`config.mk`:
```
export PLATFORM = sky130hd
export DESIGN_NAME = square_matrix_multiply_top
export DESIGN_NICKNAME = d
export VERILOG_FILES = /design/src/rtl/smm_pkg.sv /design/src/rtl/square_matrix_multiply_top.sv /design/src/rtl/smm_ram.sv
export SDC_FILE = /design/constraint.sdc
export NUM_CORES = 2
export LEC_CHECK = 0
export ABC_AREA = 0
export BUFFER_PORTS_ARGS = -buffer_cell sky130_fd_sc_hd__buf_2
export CORE_ASPECT_RATIO = 0.5
export CORE_MARGIN = 4
export CORE_UTILIZATION = 35
export CTS_BUF_LIST = sky130_fd_sc_hd__clkbuf_16
export CTS_CLUSTER_DIAMETER = 30
export DETAILED_ROUTE_END_ITERATION = 6
export SLEW_MARGIN = 20
export SYNTH_ARGS = -nofsm -noshare
export SYNTH_HDL_FRONTEND = slang
export SYNTH_SLANG_ARGS = --single-unit
export TNS_END_PERCENT = 20
```
`constraint.sdc`:
```
create_clock -name clk -period 13.7 [get_ports clk]
set_clock_uncertainty 0.2 [all_clocks]
set_input_delay 0.685 -clock clk [delete_from_list [all_inputs] [get_ports clk]]
set_output_delay 0.685 -clock clk [all_outputs]
set_load 0.01 [all_outputs]
```
`src/rtl/smm_pkg.sv`:
```
// ----------------------------------------------------------------------------
// smm_pkg
// Shared sizes and request codes for the square matrix multiplier.
// ----------------------------------------------------------------------------
`default_nettype none

package smm_pkg;

    // Matrix geometry
    localparam int MAX_DIM = 8;
    localparam int IDX_W   = $clog2(MAX_DIM);
    localparam int ADDR_W  = 2 * IDX_W;
    localparam int DEPTH   = MAX_DIM * MAX_DIM;

    // Data widths
    localparam int DATA_W  = 16;
    localparam int PROD_W  = 32;
    localparam int DIM_W   = 4;

    // Dimension after reset
    localparam logic [DIM_W-1:0] DIM_RESET = DIM_W'(MAX_DIM);

    // Request codes
    localparam logic [1:0] REQ_LOAD_A = 2'd0;
    localparam logic [1:0] REQ_LOAD_B = 2'd1;
    localparam logic [1:0] REQ_START  = 2'd2;

endpackage

`default_nettype wire

```
`src/rtl/square_matrix_multiply_top.sv`:
```
// ----------------------------------------------------------------------------
// square_matrix_multiply_top
// Loads A and B into two RAMs and streams out the product A*B row by row.
// ----------------------------------------------------------------------------
// Load request: one per cycle while not busy, written to RAM at the accepting edge, no result.
// Start request: busy through run and drain, dimension capped at 8; the
//   issue counter reads one A and one B entry per cycle from the RAM read ports.
// Each result strobes once the last read of its dot product has passed the RAM
//   read, product and output registers; the receiver cannot hold results off.
// Reset: dimension returns to 8; matrix RAMs are not cleared.
// ----------------------------------------------------------------------------
`default_nettype none

module square_matrix_multiply_top
    import smm_pkg::*;
(
    input  wire logic                     clk,
    input  wire logic                     rst_n,
    input  wire logic                     start,
    output logic                          busy,
    input  wire logic [1:0]               req_type,
    input  wire logic [IDX_W-1:0]         row_index,
    input  wire logic [IDX_W-1:0]         col_index,
    input  wire logic signed [DATA_W-1:0] element_value,
    input  wire logic                     cfg_valid,
    output logic                          cfg_ready,
    input  wire logic [DIM_W-1:0]         cfg_data,
    output logic                          result_valid,
    output logic [IDX_W-1:0]              out_row,
    output logic [IDX_W-1:0]              out_col,
    output logic signed [PROD_W-1:0]      product_value,
    output logic                          last_result
);

    typedef enum logic [2:0] {
        ST_IDLE  = 3'b001,
        ST_RUN   = 3'b010,
        ST_DRAIN = 3'b100
    } state_t;

    typedef struct packed {
        logic [IDX_W-1:0] row;
        logic [IDX_W-1:0] col;
        logic             first_k;
        logic             last_k;
        logic             final_elem;
    } tag_t;

    state_t            state_reg, state_next;
    logic [DIM_W-1:0]  dim_reg;
    logic [IDX_W-1:0]  dlast_reg, dlast_next;
    logic [IDX_W-1:0]  i_reg, i_next;
    logic [IDX_W-1:0]  j_reg, j_next;
    logic [IDX_W-1:0]  k_reg, k_next;

    logic              accept;
    logic              load_a;
    logic              load_b;
    logic              start_run;
    logic [DIM_W-1:0]  dim_used;
    logic [ADDR_W-1:0] wr_addr;
    logic [ADDR_W-1:0] rd_addr_a;
    logic [ADDR_W-1:0] rd_addr_b;
    logic [DATA_W-1:0] rd_data_a;
    logic [DATA_W-1:0] rd_data_b;

    logic              rd_valid_reg;
    tag_t              rd_tag_reg;
    tag_t              issue_tag;
    logic              prod_valid_reg;
    tag_t              prod_tag_reg;
    logic [PROD_W-1:0] prod_reg;
    logic [PROD_W-1:0] acc_reg;
    logic [PROD_W-1:0] sum;

    logic              result_valid_reg;
    logic [IDX_W-1:0]  out_row_reg;
    logic [IDX_W-1:0]  out_col_reg;
    logic [PROD_W-1:0] out_value_reg;
    logic              out_last_reg;

    // Decode the request
    assign busy      = (state_reg != ST_IDLE);
    assign accept    = start && !busy;
    assign dim_used  = (dim_reg > DIM_W'(MAX_DIM)) ? DIM_W'(MAX_DIM) : dim_reg;

    always_comb
    begin
        load_a    = 1'b0;
        load_b    = 1'b0;
        start_run = 1'b0;
        unique case (req_type)
            REQ_LOAD_A: load_a    = accept;
            REQ_LOAD_B: load_b    = accept;
            REQ_START:  start_run = accept && (dim_used != '0);
            default:    ;
        endcase
    end

    // Configuration write
    assign cfg_ready = !busy;

    always_ff @(posedge clk or negedge rst_n)
    begin
        if (!rst_n)
        begin
            dim_reg <= DIM_RESET;
        end
        else if (cfg_valid && cfg_ready)
        begin
            dim_reg <= cfg_data;
        end
    end

    // Matrix stores
    assign wr_addr   = {row_index, col_index};
    assign rd_addr_a = {i_reg, k_reg};
    assign rd_addr_b = {k_reg, j_reg};

    smm_ram #(.WIDTH(DATA_W), .DEPTH(DEPTH)) u_ram_a (
        .clk     (clk),
        .wr_en   (load_a),
        .wr_addr (wr_addr),
        .wr_data (element_value),
        .rd_addr (rd_addr_a),
        .rd_data (rd_data_a)
    );

    smm_ram #(.WIDTH(DATA_W), .DEPTH(DEPTH)) u_ram_b (
        .clk     (clk),
        .wr_en   (load_b),
        .wr_addr (wr_addr),
        .wr_data (element_value),
        .rd_addr (rd_addr_b),
        .rd_data (rd_data_b)
    );

    // Advance the i/j/k read sequencer
    always_comb
    begin
        state_next = state_reg;
        dlast_next = dlast_reg;
        i_next     = i_reg;
        j_next     = j_reg;
        k_next     = k_reg;
        unique case (state_reg)
            ST_IDLE:
            begin
                if (start_run)
                begin
                    state_next = ST_RUN;
                    dlast_next = IDX_W'(dim_used - DIM_W'(1));
                    i_next     = '0;
                    j_next     = '0;
                    k_next     = '0;
                end
            end
            ST_RUN:
            begin
                if (k_reg == dlast_reg)
                begin
                    k_next = '0;
                    if (j_reg == dlast_reg)
                    begin
                        j_next = '0;
                        if (i_reg == dlast_reg)
                        begin
                            state_next = ST_DRAIN;
                        end
                        else
                        begin
                            i_next = i_reg + IDX_W'(1);
                        end
                    end
                    else
                    begin
                        j_next = j_reg + IDX_W'(1);
                    end
                end
                else
                begin
                    k_next = k_reg + IDX_W'(1);
                end
            end
            ST_DRAIN:
            begin
                if (!rd_valid_reg && !prod_valid_reg)
                begin
                    state_next = ST_IDLE;
                end
            end
            default: state_next = ST_IDLE;
        endcase
    end

    always_ff @(posedge clk or negedge rst_n)
    begin
        if (!rst_n)
        begin
            state_reg <= ST_IDLE;
            dlast_reg <= '0;
            i_reg     <= '0;
            j_reg     <= '0;
            k_reg     <= '0;
        end
        else
        begin
            state_reg <= state_next;
            dlast_reg <= dlast_next;
            i_reg     <= i_next;
            j_reg     <= j_next;
            k_reg     <= k_next;
        end
    end

    // Tag the read with its product position
    always_comb
    begin
        issue_tag.row        = i_reg;
        issue_tag.col        = j_reg;
        issue_tag.first_k    = (k_reg == '0);
        issue_tag.last_k     = (k_reg == dlast_reg);
        issue_tag.final_elem = (k_reg == dlast_reg) && (j_reg == dlast_reg)
                               && (i_reg == dlast_reg);
    end

    // Pipeline valids
    always_ff @(posedge clk or negedge rst_n)
    begin
        if (!rst_n)
        begin
            rd_valid_reg   <= 1'b0;
            prod_valid_reg <= 1'b0;
        end
        else
        begin
            rd_valid_reg   <= (state_reg == ST_RUN);
            prod_valid_reg <= rd_valid_reg;
        end
    end

    // Carry tags, multiply the read data
    always_ff @(posedge clk)
    begin
        rd_tag_reg   <= issue_tag;
        prod_tag_reg <= rd_tag_reg;
        prod_reg     <= PROD_W'($signed(rd_data_a) * $signed(rd_data_b));
    end

    // Accumulate the dot product, wrapping at 32 bits
    assign sum = (prod_tag_reg.first_k ? '0 : acc_reg) + prod_reg;

    always_ff @(posedge clk)
    begin
        if (prod_valid_reg)
        begin
            acc_reg <= sum;
        end
        if (prod_valid_reg && prod_tag_reg.last_k)
        begin
            out_row_reg   <= prod_tag_reg.row;
            out_col_reg   <= prod_tag_reg.col;
            out_value_reg <= sum;
            out_last_reg  <= prod_tag_reg.final_elem;
        end
    end

    // Strobe each finished element for one cycle
    always_ff @(posedge clk or negedge rst_n)
    begin
        if (!rst_n)
        begin
            result_valid_reg <= 1'b0;
        end
        else
        begin
            result_valid_reg <= prod_valid_reg && prod_tag_reg.last_k;
        end
    end

    assign result_valid  = result_valid_reg;
    assign out_row       = out_row_reg;
    assign out_col       = out_col_reg;
    assign product_value = out_value_reg;
    assign last_result   = result_valid_reg && out_last_reg;

    // Checks
    a_result_while_busy: assert property (@(posedge clk) disable iff (!rst_n)
        result_valid |-> busy)
        else $error("result strobe outside a run");

    a_start_goes_busy: assert property (@(posedge clk) disable iff (!rst_n)
        start_run |=> (state_reg == ST_RUN))
        else $error("start request did not begin a run");

    a_read_only_in_run: assert property (@(posedge clk) disable iff (!rst_n)
        rd_valid_reg |-> $past(state_reg == ST_RUN))
        else $error("matrix read outside the run state");

    a_no_load_while_busy: assert property (@(posedge clk) disable iff (!rst_n)
        busy |-> !(load_a || load_b))
        else $error("store written during a run");

endmodule

`default_nettype wire

```
`src/rtl/smm_ram.sv`:
```
// ----------------------------------------------------------------------------
// smm_ram
// Generic simple dual-port RAM: one write port, one read port, registered read.
// ----------------------------------------------------------------------------
`default_nettype none

module smm_ram #(
    parameter int WIDTH = 16,
    parameter int DEPTH = 64,
    localparam int AW   = (DEPTH > 1) ? $clog2(DEPTH) : 1
) (
    input  wire logic             clk,
    input  wire logic             wr_en,
    input  wire logic [AW-1:0]    wr_addr,
    input  wire logic [WIDTH-1:0] wr_data,
    input  wire logic [AW-1:0]    rd_addr,
    output logic      [WIDTH-1:0] rd_data
);

    logic [WIDTH-1:0] mem [DEPTH];

    // Write on enable, read every cycle
    always_ff @(posedge clk)
    begin
        if (wr_en)
        begin
            mem[wr_addr] <= wr_data;
        end
        rd_data <= mem[rd_addr];
    end

endmodule

`default_nettype wire

```
* After elaboration in Yosys (flattened, before gate mapping) *
Memories as Yosys holds them, arrays and structs flattened. A register that Yosys moved wholly into a read port is not among the register bits.
Index checks and enable logic that the tools add are counted.

cells by class
  add/subtract/negate cells = 5
  $mul = 1
  div/mod/pow operators = 0
  order comparisons = 1
  equal/unequal tests = 15
  shift-type cells = 0
  muxes and demuxes = 25
  bitwise logic cells = 0
  reduce and logical (&&, ||, !) cells = 20

operators by type and width
  kind                                                                 count
  3-bit 2-to-1 mux                                                     12
  32-bit adder                                                         1
  16-bit by 16-bit multiplier with 32-bit output                       1
  32-bit 2-to-1 mux                                                    1
  3-bit one-hot mux with 2 select lines                                3
  2-bit != test (second input constant)                                6
  5-bit AND reduction                                                  2
  3-bit by 1-bit adder with 3-bit output (second input constant)       3
  3-bit == test                                                        3
  3-bit one-hot mux with 3 select lines                                1
  1-bit logical AND                                                    8
  1-bit 2-to-1 mux                                                     7
  4-bit > comparator (second input constant)                           1
  4-bit 2-to-1 mux                                                     1
  2-bit AND reduction                                                  2
  4-bit nonzero test                                                   1
  3-bit by 1-bit == test with 1-bit output (second input constant)     1
  3-bit by 2-bit == test with 1-bit output (second input constant)     1
  3-bit == test (second input constant)                                1
  1-bit logical NOT                                                    3
  3-bit logical NOT                                                    1
  3-bit by 1-bit != test with 1-bit output (second input constant)     1
  3-bit AND reduction                                                  1
  3-bit by 1-bit subtractor with 3-bit output (second input constant)  1
  other kinds (4)                                                      4

word-level totals
  register bits = 143
  latch bits = 0
  memory bits (writable) = 2048
  bits in read-only memories = 0
  bits of input ports = 32
  output and inout port bits = 42
  logic and storage cells = 94
  memories = 2

memory list
  name         words  width  read ports  clocked after memory_dff  wr ports  RTL line       source
  u_ram_a.mem  64     16     1           1                         1         smm_ram.sv:20  logic [WIDTH-1:0] mem [DEPTH];
  u_ram_b.mem  64     16     1           1                         1         smm_ram.sv:20

* Depth between registers and ports, before layout *
  depth after elaboration = 7
  depth in mapped cells = 24
  mapped depth without buffers = 22

* By module *
From an unflattened synthesis, not the netlist that was laid out.

unflattened totals
  cells, all modules = 5211
  area, all modules = 95850.7 um^2

modules (own cells, without submodules)
  module                      instances  cells each  area each (um^2)  seq. area each (um^2)
  smm_ram                     2          1829        40042.2           31069.8
  square_matrix_multiply_top  1          1553        15766.4           3686.0

* Worst setup path before layout *
No wires, ideal clock.

  path type = register to register
  from = register u_ram_a.rd_data[15] (read register of u_ram_a.mem)
  to = register prod_reg[31]
  setup time = 0.118 ns
  data arrival time = 5.964 ns
  data required time = 13.382 ns
  slack = 7.418 ns
  cell stages (with the launch flop) = 21
  path buffers = 1
  period minus slack after synthesis = 6.282 ns
  cell sequence = dfxtp_1 -> clkbuf_1 -> nand2_1 -> inv_1 -> fa_1 -> fa_1 -> fa_1 -> fa_1 -> fa_1 -> inv_1 -> fa_1 -> inv_1 -> ha_1 -> and4_1 -> a211o_1 -> a21oi_1 -> nor2_1 -> a211oi_1 -> a21boi_1 -> a211o_1 -> xnor2_1

on the way
  longest elaborated chain between the ends = 1

RTL lines
  item                                            RTL line                           source
  from (decl)                                     smm_ram.sv:17                      output logic [WIDTH-1:0] rd_data
  16-bit by 16-bit multiplier with 32-bit output  square_matrix_multiply_top.sv:247  prod_reg <= PROD_W'($signed(rd_data_a) * $signed(rd_data_b));
  to (signal assigned)                            square_matrix_multiply_top.sv:247
  to (decl)                                       square_matrix_multiply_top.sv:72   logic [PROD_W-1:0] prod_reg;

No other way between the ends.
A chain may end at the register's enable or synchronous reset.

* Worst setup path in the final report *
  from = register u_ram_b.rd_data[1] (read register of u_ram_b.mem)
  to = register prod_reg[31]

on the way
  longest elaborated chain between the ends = 1

RTL lines
  item                                            RTL line
  from (decl)                                     smm_ram.sv:17
  16-bit by 16-bit multiplier with 32-bit output  square_matrix_multiply_top.sv:247

No other way between the ends.

==> results.cfg <==
[clock_network]
post-cts-setup-buffers = 0
cts_tree = built
root_buffer = clkbuf_16
clock_latency_ns = 0.87
cts.sinks = 2223
clockBufferDepth = 4
cts_max_level = 5
cts_buffers = 362
clk_pin_slew_worst_paths_ns = 0.05

[cells_and_area]
fill_cells = 22900
drive_above_1_share = 0.292
nNetsFinal = 5444
syn_to_final_growth_pct = 19.5
largestRegisters = u_ram_a.mem x1024, u_ram_b.mem x1024

[synthesis]
ys.flop_type = edfxtp_1
ys_seq_elements = 2223
avgSynthCellArea_um2 = 20.4
synth_cells = 4616
syn-cell-area_um2 = 94400
synth.largest_area_cell = edfxtp_1
synth_top_cell_area_share = 0.674
synth_area_leaders = edfxtp_1, mux4_2, fa_1
seq_area_frac_synth = 0.698
syn_nets = 5029
synth_commonest_cells = edfxtp_1, mux4_2, inv_1
synthDistinctLibCells = 60
synth.most_common_cell = edfxtp_1
synth-edff-count = 2119
ys_warn_count = 0
async_reset_ff_frac = 0.00990

[floorplan]
start_util = 0.353
die_area_um2 = 278000
design.core.area_um2 = 267000
pin_count = 74
die_w_um = 742
die_y_um = 375
rows = 134

[worst_setup_path]
worstPathArrival_ns = 7.26
crit_fanout = 16
end_kind = flop
crit_required_ns = 14.16
criticalPathCategory = reg2reg
critPathLaunchType = flop
regToRegSetupSlack_ns = 6.90

[min_path]
hold_path.class = in2reg

[global_routing]
grt_pass1_wl_um = 338000
grt_max_degree = 161
antenna_found_initial = 25
grt_usage = 0.164
gr-total-overflow = 0
grt_pass1_vias = 48500

[placement]
io_buffer_count = 73
gp_congestion = 0.820
dp_hpwl_um = 138000

[detailed_routing]
vias = 46500
wl_um = 231000
drtPass1Iterations = 6
drc = 0
ant_nets = 0
avgViaCountPerCell = 5.20
wl_per_cell_um = 25.8
drt_iter0_drc = 5185

[timing]
maxSlewHeadroom = 0.256
rsz0062_at_grt = no
period_needed_ns = 6.80
hold_viol_final = 0
final.setup.tns_ns = 0
fmax_ghz = 0.147
setup-violations-final = 0
finalMaxSlewViolations = 0
final.period_utilization = 0.496
tightest_slew_ns = 1.11

[flow_run]
timing.max_cap.violations = 0

[status]
status = finished clean
==> worst paths after layout <==
kind,from,end,depth (start not counted)
setup / recovery,u_ram_b.rd_data[1]$_DFF_P_,prod_reg[31]$_DFF_P_,19
hold / removal,element_value[1],u_ram_b.mem[52][1]$_DFFE_PP_,1
setup reg to reg,u_ram_b.rd_data[1]$_DFF_P_,prod_reg[31]$_DFF_P_,19
hold reg to reg,rd_tag_reg[3]$_DFF_P_,prod_tag_reg[3]$_DFF_P_,0
max in group asynchronous,rst_n,k_reg[1]$_DFFE_PN0P_,2
min in group asynchronous,rst_n,k_reg[0]$_DFFE_PN0P_,2
==> metrics by stage <==
stage	area (um^2)	hold WS, ns	util	worst slack, ns	cells
global route	113000	0.0345	0.422	6.51	8941
floorplan	94400	0.110	-	7.42	4616
global placement	99800	0.114	0.373	6.82	8264
CTS	113000	0.00354	0.421	6.88	8940
detailed placement	99800	0.114	0.373	6.92	8264
finish	113000	0.0651	0.422	6.90	8944
==> metal layers <==
metal | up-vias | share of wire | track usage
li1 | 19200 | - | -
met3 | 362 | 0.085 | 0.0341
met4 | 2 | 0.022 | 0.0423
met2 | 1997 | 0.45 | 0.249
met1 | 25000 | 0.44 | 0.243
met5 | - | 0.000030 | 0
==> layout by cell type, fill, tap and decap left out, types with 17 or more instances in the layout <==
cell type	instances
nand2_1	160
clkinvlp_4	45
clkinv_1	43
mux4_2	672
o21ai_1	20
buf_2	57
a21o_1	25
fa_1	263
clkbuf_16	369
clkinv_4	36
a21oi_1	52
nor2_1	166
o21ai_0	17
dfxtp_1	82
clkinv_2	32
ha_1	118
edfxtp_1	2119
and2_1	126
buf_4	186
nor2b_1	40
xor2_1	20
inv_6	40
bufinv_16	62
inv_1	325
xnor2_1	53
==> worst max-delay path, stage by stage, from the launching register on <==
cell and delay [ns]:
dfxtp_1 0.68, nand2_1 0.21, inv_1 0.17, fa_1 0.54, fa_1 0.87, fa_1 0.52
fa_1 0.50, fa_1 0.49, inv_1 0.05, fa_1 0.47, inv_1 0.04, ha_1 0.31
and4_1 0.24, a211o_1 0.26, a21oi_1 0.19, nor2_1 0.06, a211oi_1 0.30, a21boi_1 0.15
a211o_1 0.29, xnor2_1 0.12
==> kinds of logic after synthesis <==
family | Yosys count | synth area share
flops | 2223 | 0.698
mux | 679 | 0.161
simple gates | 579 | 0.0292
buf+inv | 508 | 0.0218
fa+ha+maj | 381 | 0.0714
compound gates | 173 | 0.0118
xor+xnor | 73 | 0.00678
==> final cells by class <==
class | count | area, um^2 | area share
Sequential cell | 2223 | 65900 | 0.584
Multi-Input combinational cell | 1885 | 26500 | 0.235
Clock buffer | 369 | 9230 | 0.0819
Tap cell | 3604 | 4510 | 0.0400
Clock inverter | 300 | 3610 | 0.0321
Timing Repair Buffer | 257 | 1870 | 0.0165
Inverter | 302 | 1130 | 0.0101
Antenna cell | 4 | 10.0 | 0.0000888
==> what timing repair did <==
item	4_1_cts	5_1_grt
hold buffers	7	0
endpoints found under the hold margin	32	0
gates resized for setup	0	0
Power is not shown: default switching activity piles up to over one toggle a cycle in this logic, so the estimate is an artifact.
